`src/hdl/ftam_pkg.sv`:
```
// Package: types, codes and defaults for the federate time-advance manager.
package ftam_pkg;

	localparam int TIME_WIDTH_DEF = 64;
	localparam int GEN_WIDTH_DEF  = 64;
	localparam int LA_W           = 63;

	typedef enum logic [3:0] {
		OP_ADV_REQ      = 4'd0,
		OP_GRANT        = 4'd1,
		OP_FLUSH_GRANT  = 4'd2,
		OP_REG_REQ      = 4'd3,
		OP_REG_GRANT    = 4'd4,
		OP_REG_OFF      = 4'd5,
		OP_MODIFY_LA    = 4'd6,
		OP_CON_REQ      = 4'd7,
		OP_CON_GRANT    = 4'd8,
		OP_CON_OFF      = 4'd9,
		OP_ASYNC_ON     = 4'd10,
		OP_ASYNC_OFF    = 4'd11,
		OP_DEACTIVATE   = 4'd12,
		OP_START        = 4'd13,
		OP_RSVD14       = 4'd14,
		OP_RSVD15       = 4'd15
	} op_t;

	typedef enum logic [3:0] {
		ST_APPLIED      = 4'd0,
		ST_INACTIVE     = 4'd1,
		ST_INVALID_TIME = 4'd2,
		ST_ADV_PENDING  = 4'd3,
		ST_REG_PENDING  = 4'd4,
		ST_CON_PENDING  = 4'd5,
		ST_PASSED       = 4'd6,
		ST_EXHAUSTED    = 4'd7,
		ST_REQ_PENDING  = 4'd8,
		ST_ALREADY_EN   = 4'd9,
		ST_NOT_EN       = 4'd10,
		ST_ALREADY_DIS  = 4'd11,
		ST_INVALID_LA   = 4'd12,
		ST_REJECTED     = 4'd13
	} status_t;

	localparam logic [2:0] MODE_NMR   = 3'd1;
	localparam logic [2:0] MODE_NMRA  = 3'd3;
	localparam logic [2:0] MODE_FLUSH = 3'd4;
	localparam logic [2:0] PEND_NONE  = 3'd0;
	localparam logic [2:0] PEND_FLUSH = 3'd5;

	typedef struct packed {
		logic [3:0]        operation;
		logic [2:0]        advance_mode;
		logic signed [63:0] time_primary;
		logic signed [63:0] time_secondary;
		logic              secondary_present;
		logic [62:0]       interval_value;
		logic [63:0]       generation_tag;
	} req_t;

	typedef struct packed {
		logic [3:0]         status;
		logic [63:0]        generation_out;
		logic signed [63:0] current_time_out;
		logic               active_out;
		logic               regulating_out;
		logic               constrained_out;
		logic               async_out;
		logic               advance_pending_out;
		logic [2:0]         pending_mode_out;
		logic               exclusive_out;
		logic               receive_allowed_out;
		logic [62:0]        lookahead_out;
	} rsp_t;

endpackage

```
`src/hdl/ftam_core.sv`:
```
// Module: federate time state and the per-event update logic.
module ftam_core
	import ftam_pkg::*;
#(
	parameter int TIME_WIDTH = TIME_WIDTH_DEF,
	parameter int GEN_WIDTH  = GEN_WIDTH_DEF
) (
	input  logic clk,
	input  logic arst_n,
	input  logic fire,
	input  req_t req,
	output rsp_t rsp
);

	typedef logic signed [TIME_WIDTH-1:0] tm_t;
	typedef logic [GEN_WIDTH-1:0]         gn_t;
	localparam gn_t GMAX = '1;

	logic        act_q, tv_q, ov_q, lv_q, lrv_q, sv_q;
	tm_t         now_q, tgt_q, bnd_q, opt_q;
	logic [LA_W-1:0] la_q, lareq_q, shr_q;
	logic [2:0]  mode_q;
	gn_t         agen_q, rgen_q, cgen_q, ctr_q;
	logic        freg_q, fcon_q, fasy_q, fexc_q;

	logic        act_d, tv_d, ov_d, lv_d, lrv_d, sv_d;
	tm_t         now_d, tgt_d, bnd_d, opt_d;
	logic [LA_W-1:0] la_d, lareq_d, shr_d;
	logic [2:0]  mode_d;
	gn_t         agen_d, rgen_d, cgen_d, ctr_d;
	logic        freg_d, fcon_d, fasy_d, fexc_d;
	status_t     st;
	gn_t         gen;

	tm_t tp, ts, eff, gtime;
	gn_t tag;
	logic [LA_W-1:0] iv, remain, la_g;
	logic [63:0] elapsed_x;
	logic tag_adv_ok, flush_ok;

	assign tp  = req.time_primary[TIME_WIDTH-1:0];
	assign ts  = req.time_secondary[TIME_WIDTH-1:0];
	assign tag = req.generation_tag[GEN_WIDTH-1:0];
	assign iv  = req.interval_value;
	assign eff = ((req.advance_mode == MODE_NMR || req.advance_mode == MODE_NMRA)
		&& req.secondary_present) ? ts : tp;
	assign tag_adv_ok = act_q && tv_q && (tag != '0) && (tag == agen_q);
	// grant time: flush grant lands at time_primary, plain grant at the target
	assign gtime = (op_t'(req.operation) == OP_FLUSH_GRANT) ? tp : tgt_q;
	// 64-bit modular difference of the sign-extended times
	assign elapsed_x = 64'(gtime) - 64'(now_q);
	assign remain    = (la_q > shr_q) ? la_q - shr_q : '0;
	assign flush_ok  = tag_adv_ok && mode_q == PEND_FLUSH && req.secondary_present
		&& !(tp < now_q) && !(bnd_q < tp) && !(ts < tp) && !(bnd_q < ts);

	always_comb begin
		act_d = act_q; tv_d = tv_q; ov_d = ov_q; lv_d = lv_q; lrv_d = lrv_q;
		sv_d = sv_q; now_d = now_q; tgt_d = tgt_q; bnd_d = bnd_q; opt_d = opt_q;
		la_d = la_q; lareq_d = lareq_q; shr_d = shr_q; mode_d = mode_q;
		agen_d = agen_q; rgen_d = rgen_q; cgen_d = cgen_q; ctr_d = ctr_q;
		freg_d = freg_q; fcon_d = fcon_q; fasy_d = fasy_q; fexc_d = fexc_q;
		st = ST_APPLIED; gen = '0; la_g = la_q;
		if (sv_q && lv_q) begin
			la_g = (elapsed_x >= {1'b0, remain}) ? shr_q : la_q - elapsed_x[LA_W-1:0];
		end
		unique case (op_t'(req.operation))
			OP_ADV_REQ: begin
				if (!act_q) st = ST_INACTIVE;
				else if (req.advance_mode > MODE_FLUSH) st = ST_INVALID_TIME;
				else if (tv_q) st = ST_ADV_PENDING;
				else if (lrv_q) st = ST_REG_PENDING;
				else if (cgen_q != '0) st = ST_CON_PENDING;
				else if (tp < now_q) st = ST_PASSED;
				else if (ov_q && tp < opt_q) st = ST_PASSED;
				else if (eff < now_q || tp < eff) st = ST_INVALID_TIME;
				else if (ctr_q == GMAX) st = ST_EXHAUSTED;
				else begin
					if (freg_q && lv_q && la_q == '0 && now_q < tp) fexc_d = 1'b1;
					agen_d = ctr_q; ctr_d = ctr_q + 1'b1; gen = ctr_q;
					tgt_d = eff; tv_d = 1'b1; bnd_d = tp;
					mode_d = req.advance_mode + 3'd1;
				end
			end
			OP_GRANT, OP_FLUSH_GRANT: begin
				if ((op_t'(req.operation) == OP_GRANT) ? !tag_adv_ok : !flush_ok)
					st = (op_t'(req.operation) == OP_GRANT) ? ST_REJECTED : ST_INVALID_TIME;
				else begin
					la_d = la_g;
					if (sv_q && lv_q && elapsed_x >= {1'b0, remain}) begin
						sv_d = 1'b0; shr_d = '0;
					end
					now_d = gtime; tv_d = 1'b0; tgt_d = '0; bnd_d = '0;
					mode_d = PEND_NONE; agen_d = '0; gen = tag;
					if (op_t'(req.operation) == OP_GRANT) begin
						if (ov_q && !(gtime < opt_q)) begin ov_d = 1'b0; opt_d = '0; end
					end else if (!(tp < ts)) begin
						ov_d = 1'b0; opt_d = '0;
					end else begin
						ov_d = 1'b1; opt_d = ts;
					end
				end
			end
			OP_REG_REQ: begin
				if (!act_q) st = ST_INACTIVE;
				else if (tv_q) st = ST_ADV_PENDING;
				else if (lrv_q) st = ST_REQ_PENDING;
				else if (freg_q) st = ST_ALREADY_EN;
				else if (ctr_q == GMAX) st = ST_EXHAUSTED;
				else begin
					rgen_d = ctr_q; ctr_d = ctr_q + 1'b1; gen = ctr_q;
					lareq_d = iv; lrv_d = 1'b1;
				end
			end
			OP_REG_GRANT: begin
				if (!act_q || !lrv_q || tag == '0 || tag != rgen_q) st = ST_REJECTED;
				else begin
					freg_d = 1'b1; fexc_d = 1'b0; la_d = lareq_q; lv_d = 1'b1;
					lareq_d = '0; lrv_d = 1'b0; shr_d = '0; sv_d = 1'b0;
					rgen_d = '0; gen = tag;
				end
			end
			OP_REG_OFF: begin
				if (!act_q) st = ST_INACTIVE;
				else if (!freg_q) st = ST_NOT_EN;
				else begin
					freg_d = 1'b0; fexc_d = 1'b0; la_d = '0; lv_d = 1'b0;
					shr_d = '0; sv_d = 1'b0;
				end
			end
			OP_MODIFY_LA: begin
				if (!act_q) st = ST_INACTIVE;
				else if (tv_q) st = ST_ADV_PENDING;
				else if (!freg_q || !lv_q) st = ST_NOT_EN;
				else if (iv >= la_q) begin
					la_d = iv; shr_d = '0; sv_d = 1'b0;
				end else begin
					shr_d = iv; sv_d = 1'b1;
				end
			end
			OP_CON_REQ: begin
				if (!act_q) st = ST_INACTIVE;
				else if (tv_q) st = ST_ADV_PENDING;
				else if (cgen_q != '0) st = ST_REQ_PENDING;
				else if (fcon_q) st = ST_ALREADY_EN;
				else if (ctr_q == GMAX) st = ST_EXHAUSTED;
				else begin
					cgen_d = ctr_q; ctr_d = ctr_q + 1'b1; gen = ctr_q;
				end
			end
			OP_CON_GRANT: begin
				if (!act_q || cgen_q == '0 || tag != cgen_q) st = ST_REJECTED;
				else begin
					fcon_d = 1'b1; cgen_d = '0; gen = tag;
				end
			end
			OP_CON_OFF: begin
				if (!act_q) st = ST_INACTIVE;
				else if (!fcon_q) st = ST_NOT_EN;
				else fcon_d = 1'b0;
			end
			OP_ASYNC_ON: begin
				if (!act_q) st = ST_INACTIVE;
				else if (fasy_q) st = ST_ALREADY_EN;
				else fasy_d = 1'b1;
			end
			OP_ASYNC_OFF: begin
				if (!act_q) st = ST_INACTIVE;
				else if (!fasy_q) st = ST_ALREADY_DIS;
				else fasy_d = 1'b0;
			end
			OP_DEACTIVATE: begin
				act_d = 1'b0; tv_d = 1'b0; ov_d = 1'b0; lv_d = 1'b0; lrv_d = 1'b0;
				sv_d = 1'b0; now_d = '0; tgt_d = '0; bnd_d = '0; opt_d = '0;
				la_d = '0; lareq_d = '0; shr_d = '0; mode_d = PEND_NONE;
				agen_d = '0; rgen_d = '0; cgen_d = '0;
				freg_d = 1'b0; fcon_d = 1'b0; fasy_d = 1'b0; fexc_d = 1'b0;
			end
			OP_START: begin
				if (act_q) st = ST_ALREADY_EN;
				else begin
					act_d = 1'b1; now_d = tp;
				end
			end
			default: st = ST_REJECTED;
		endcase
	end

	always_ff @(posedge clk or negedge arst_n) begin
		if (!arst_n) begin
			act_q <= 1'b0; tv_q <= 1'b0; ov_q <= 1'b0; lv_q <= 1'b0; lrv_q <= 1'b0;
			sv_q <= 1'b0; now_q <= '0; tgt_q <= '0; bnd_q <= '0; opt_q <= '0;
			la_q <= '0; lareq_q <= '0; shr_q <= '0; mode_q <= PEND_NONE;
			agen_q <= '0; rgen_q <= '0; cgen_q <= '0; ctr_q <= gn_t'(1);
			freg_q <= 1'b0; fcon_q <= 1'b0; fasy_q <= 1'b0; fexc_q <= 1'b0;
		end else if (fire) begin
			act_q <= act_d; tv_q <= tv_d; ov_q <= ov_d; lv_q <= lv_d; lrv_q <= lrv_d;
			sv_q <= sv_d; now_q <= now_d; tgt_q <= tgt_d; bnd_q <= bnd_d; opt_q <= opt_d;
			la_q <= la_d; lareq_q <= lareq_d; shr_q <= shr_d; mode_q <= mode_d;
			agen_q <= agen_d; rgen_q <= rgen_d; cgen_q <= cgen_d; ctr_q <= ctr_d;
			freg_q <= freg_d; fcon_q <= fcon_d; fasy_q <= fasy_d; fexc_q <= fexc_d;
		end
	end

	always_comb begin
		rsp.status              = st;
		rsp.generation_out      = 64'(gen);
		rsp.current_time_out    = 64'(now_d);
		rsp.active_out          = act_d;
		rsp.regulating_out      = freg_d;
		rsp.constrained_out     = fcon_d;
		rsp.async_out           = fasy_d;
		rsp.advance_pending_out = tv_d;
		rsp.pending_mode_out    = mode_d;
		rsp.exclusive_out       = fexc_d;
		rsp.receive_allowed_out = act_d && (!fcon_d || fasy_d || tv_d);
		rsp.lookahead_out       = (freg_d && lv_d) ? la_d : '0;
	end

`ifndef SYNTHESIS
	a_tv_mode: assert property (@(posedge clk) disable iff (!arst_n)
		tv_q == (mode_q != PEND_NONE)) else $error("pending flag and mode disagree");
	a_ctr_nz: assert property (@(posedge clk) disable iff (!arst_n)
		ctr_q != '0) else $error("generation counter wrapped to zero");
	a_idle: assert property (@(posedge clk) disable iff (!arst_n)
		!act_q |-> (!tv_q && !freg_q && !fcon_q)) else $error("state set while inactive");
`endif

endmodule

```
`src/hdl/federate_time_advance_manager.sv`:
```
// Top level: request/result registers around the federate time-advance core.
//
// One request channel (in_*) and one result channel (out_*), both valid/stall.
// Every request gives exactly one result. A request is taken at an edge
// with in_valid high and in_stall low; at that edge it updates the federate
// state and its result is registered into the output register, or into
// the skid slot while the receiver stalls. The block takes one request
// per cycle while in_stall is low.
// A two-entry skid buffer sits on the output side: while the receiver
// stalls, one more request can still be accepted, then in_stall rises and
// holds until the receiver drains a result. A stalled result never changes.
// Reset (arst_n low, asynchronous) returns the federate to inactive, clears
// all times, lookahead and pending requests, and sets the generation counter
// to one; no result is pending after reset.
module federate_time_advance_manager
	import ftam_pkg::*;
#(
	parameter int TIME_WIDTH = TIME_WIDTH_DEF,
	parameter int GEN_WIDTH  = GEN_WIDTH_DEF
) (
	input  logic clk,
	input  logic arst_n,
	input  logic in_valid,
	output logic in_stall,
	input  req_t in_data,
	output logic out_valid,
	input  logic out_stall,
	output rsp_t out_data
);

	logic fire;
	rsp_t rsp;
	rsp_t main_q, skid_q;
	logic main_v_q, skid_v_q;

	// stall the source once the skid slot holds a result
	assign in_stall = skid_v_q;
	assign fire     = in_valid && !in_stall;

	ftam_core #(.TIME_WIDTH(TIME_WIDTH), .GEN_WIDTH(GEN_WIDTH)) u_core (
		.clk(clk), .arst_n(arst_n), .fire(fire), .req(in_data), .rsp(rsp)
	);

	assign out_valid = main_v_q;
	assign out_data  = main_q;

	always_ff @(posedge clk or negedge arst_n) begin
		if (!arst_n) begin
			main_v_q <= 1'b0;
			skid_v_q <= 1'b0;
		end else begin
			if (!main_v_q || !out_stall) begin
				// output slot free: refill from skid first, else from the core
				main_v_q <= skid_v_q || fire;
				skid_v_q <= 1'b0;
			end else if (fire) begin
				skid_v_q <= 1'b1;
			end
		end
	end

	always_ff @(posedge clk) begin
		if (!main_v_q || !out_stall) begin
			main_q <= skid_v_q ? skid_q : rsp;
		end
		if (main_v_q && out_stall && fire) begin
			skid_q <= rsp;
		end
	end

`ifndef SYNTHESIS
	a_skid_full: assert property (@(posedge clk) disable iff (!arst_n)
		skid_v_q |-> main_v_q) else $error("skid holds a result ahead of output");
	a_hold: assert property (@(posedge clk) disable iff (!arst_n)
		(out_valid && out_stall) |=> (out_valid && $stable(out_data)))
		else $error("stalled result changed");
	a_fill: assert property (@(posedge clk) disable iff (!arst_n)
		fire |=> out_valid) else $error("accepted request produced no result");
`endif

endmodule

```
`config.mk`:
```
export PLATFORM = sky130hd
export DESIGN_NAME = federate_time_advance_manager
export DESIGN_NICKNAME = d
export VERILOG_FILES = /design/src/hdl/ftam_pkg.sv /design/src/hdl/ftam_core.sv /design/src/hdl/federate_time_advance_manager.sv
export SDC_FILE = /design/constraint.sdc
export NUM_CORES = 2
export LEC_CHECK = 0
export BUFFER_PORTS_ARGS = -buffer_cell sky130_fd_sc_hd__buf_2
export CORE_ASPECT_RATIO = 0.6
export CORE_MARGIN = 2
export CORE_UTILIZATION = 30
export DETAILED_ROUTE_END_ITERATION = 8
export HOLD_SLACK_MARGIN = 0.03
export PLACE_DENSITY = 0.51
export REMOVE_ABC_BUFFERS = 1
export SKIP_CTS_REPAIR_TIMING = 1
export SLEW_MARGIN = 20
export SYNTH_ARGS = -nofsm -noshare
export SYNTH_HDL_FRONTEND = slang
export SYNTH_HIERARCHICAL = 1
export SYNTH_SLANG_ARGS = --single-unit
```
`constraint.sdc`:
```
create_clock -name clk -period 16.5 [get_ports clk]
set_input_delay 0.825 -clock clk [delete_from_list [all_inputs] [get_ports clk]]
set_output_delay 0.825 -clock clk [all_outputs]
set_load 0.05 [all_outputs]
```
==> results.txt <==
Vias per inst: 5.54
Arrival time at the worst endpoint: 11.92 ns
Vias: 68700
Post-Layout Inst Area: 88700 µm²
Post-DRT Antenna Nets: 0
Post-synthesis mux area share: 0.0446
CP startpoint: in_data[260]
Hold Fails Final Rpt: 0
Area Growth Syn to Fin: 13.2%
Critical Path Slowest Stage Cell: a211oi_1
Synth unique cells: 107
Slowest cell delay on critical path: 0.79 ns
Largest net degree at the start of global routing: 162
Pins Over Slew Limit: 0
CTS tree: built
Mapped Avg Cell Area: 9.15 µm²
Clock transition at path regs: 0.06 ns
CTS sink cnt: 1126
DRC Markers: 0
Top_reg_cell synth: dfrtp_1
Global-route wire length before repair: 482000 µm
Layout filler cell count: 26800
Minimum clock period: 11.23 ns
RR Startpoint: u_core/la_q[0]
RSZ-0062 raised after global routing: no
H-tree level count: 4
CTS Buf Count: 138
Clk root buf: clkbuf_16
Worst-Margin Slew: 1.21 ns
Leak: 0.0401 µW
PortBufs: 473
Met2 Use GR: 0.359
Clk buf depth: 4
Crit start category: input port
Top post-synthesis cells by area: dfrtp_1 (23%), edfxtp_1 (16%), ha_1 (13%)
Met3 Use GR: 0.0502
DR pass1 iterations: 6
Synth Area in XOR/XNOR: 0.0424
WL/cell: 27.1 µm
Rows: 145
Max-slew headroom: 0.191
Fmax achieved: 0.0891 GHz
Commonest cells in the netlist: nand2_1 (1359), ha_1 (815), dfrtp_1 (715)
Register area share after synthesis: 0.386
CP endpoint kind: register
Post-DP Area: 84100 µm²
Core box area: 260000 µm²
Skew final: 0.0764 ns
Worst vdd ir: 117 µV
Reg2Reg Setup Slack: 5.91 ns
Combinational family with the most area after synthesis: compound AO/OA/AOI/OAI gates
Die ar.: 265000 µm²
Min-delay worst type: in -> async
Async S/R FF share, synth: 0.636
Req. time, crit path: 17.20 ns
Critical Path Most Common Cell: a21o_1
Top-count cell post-synth: nand2_1
Die height: 400 µm
Period utilization: 0.680
Power density over the cells: 158 nW/µm²
Starting Density: 0.301
Layout cell share with drive strength beyond 1: 0.119
Reported max-cap violation count: 0
WS Path Type: in -> reg
WHS: 0.0822 ns
RePlAce Congestion: 0.961
Die width: 664 µm
Yosys top cell by area: dfrtp_1
Layout net count: 9919
Gr busiest metal: met1
Adder-Cell Fraction of Synth Area: 0.132
Num ports: 474
# setup viols final: 0
Vias in the first global route: 65600
Total GRT Usage: 0.246
Synth Cell Area: 78300 µm²
Initial antenna violation count: 55
DPL Wire Length: 261000 µm
Total Wirelength: 336000 µm
Grt total ovfl: 0
#FFs+latches synth: 1126
Post-synth EDFFs: 410
Critical path peak fanout: 45
Met1 Resource Use GR: 0.368
Outcome: finished clean
Simple-gate share of the synthesized area: 0.145
Final TNS setup: 0 ns
Clock latency on the worst-skew pair: 0.83 ns
Synth Area in Compound Gates: 0.192
Cells after Synth: 8567
Warnings from Yosys: 6
Synth top area share: 0.228
Starting DRT DRC Count: 7760
layer usage:
metal  share of wire  routed length, µm
met1            0.48             161000
met2            0.41             140000
met3           0.083              28000
met4           0.024               7940
met5         0.00011                 37
where the power goes:
group / internal (µW) / switching [µW] / leakage [µW]
combinational: 2500 / 4730 / 0.0245
clock: 1860 / 1340 / 0.00220
sequential: 3280 / 340 / 0.0134
total: 7640 / 6410 / 0.0401
area by class of cell:
type | instances | area, µm² | area share
antenna | 16 | 40.0 | 0.000451
clock buffer | 179 | 3810 | 0.0430
clock inverter | 62 | 717 | 0.00808
inverter | 694 | 2610 | 0.0294
multi-input combinational | 6316 | 43900 | 0.495
sequential | 1126 | 30200 | 0.341
tap | 3454 | 4320 | 0.0487
timing repair buffer | 558 | 3070 | 0.0346
registers in the layout (all words and copies together) (netlist names), 3 cells and up:
name            cells
u_core/la_q        63
u_core/mode_q       3
u_core/opt_q       64
u_core/cgen_q      64
out_data          205
u_core/shr_q       63
u_core/tgt_q       64
u_core/lareq_q     63
u_core/agen_q      64
u_core/now_q       64
u_core/bnd_q       64
skid_q            205
u_core/rgen_q      64
u_core/ctr_q       64
critical path: cells and delay by family:
family          cells  cell delay (ns)
mux                 1             0.37
simple gates       10             2.63
compound gates     15             4.28
xor+xnor            1             0.17
fa+ha+maj           2             0.66
buf+inv             7             2.82
path summary, 6_finish.rpt:
| path | cells after the start | endpoint |
|---|---|---|
| setup / recovery | 36 | u_core/shr_q[48] |
| hold / removal | 1 | u_core/opt_q[51] |
| setup reg to reg | 34 | u_core/shr_q[48] |
| hold reg to reg | 2 | u_core/tgt_q[44] |
| max in group asynchronous | 4 | u_core/now_q[18] |
| min in group clk | 3 | u_core/opt_q[46] |
logic make-up after synthesis:
family                     after synthesis
and+or+nand+nor                       2517
AOI/OAI and AO/OA                     2310
DFF                                   1126
buffers and inverters                 1125
adders and majority gates              826
xor gates and xnor gates               378
muxes                                  285
through the flow:
step	cells	setup slack (ns)	power, µW	util
finish	12400	5.27	14000	0.341
global route	12400	4.85	14900	0.341
CTS	12400	5.57	14000	0.341
detailed placement	12100	4.81	10700	0.323
global placement	12100	5.07	10700	0.323
floorplan	8136	-11.13	8270	-
placed cells by master (no fill, tap or decap), drive strengths merged, types with 35 or more instances in the layout:
master	count
a211oi	44
a21o	304
a21oi	517
a221oi	35
a22o	171
a22oi	36
a31oi	43
and3	55
buf	558
clkbuf	179
dfrtp	715
edfxtp	410
ha	815
inv	701
mux2	212
mux2i	73
nand2	1359
nand2b	54
nand3	101
nand4	198
nor2	380
nor2b	62
nor3	78
nor4	117
o211ai	99
o21a	44
o21ai	621
o21bai	35
o31ai	150
xnor2	212
xor2	165
Power figures use the tool's default switching activity.
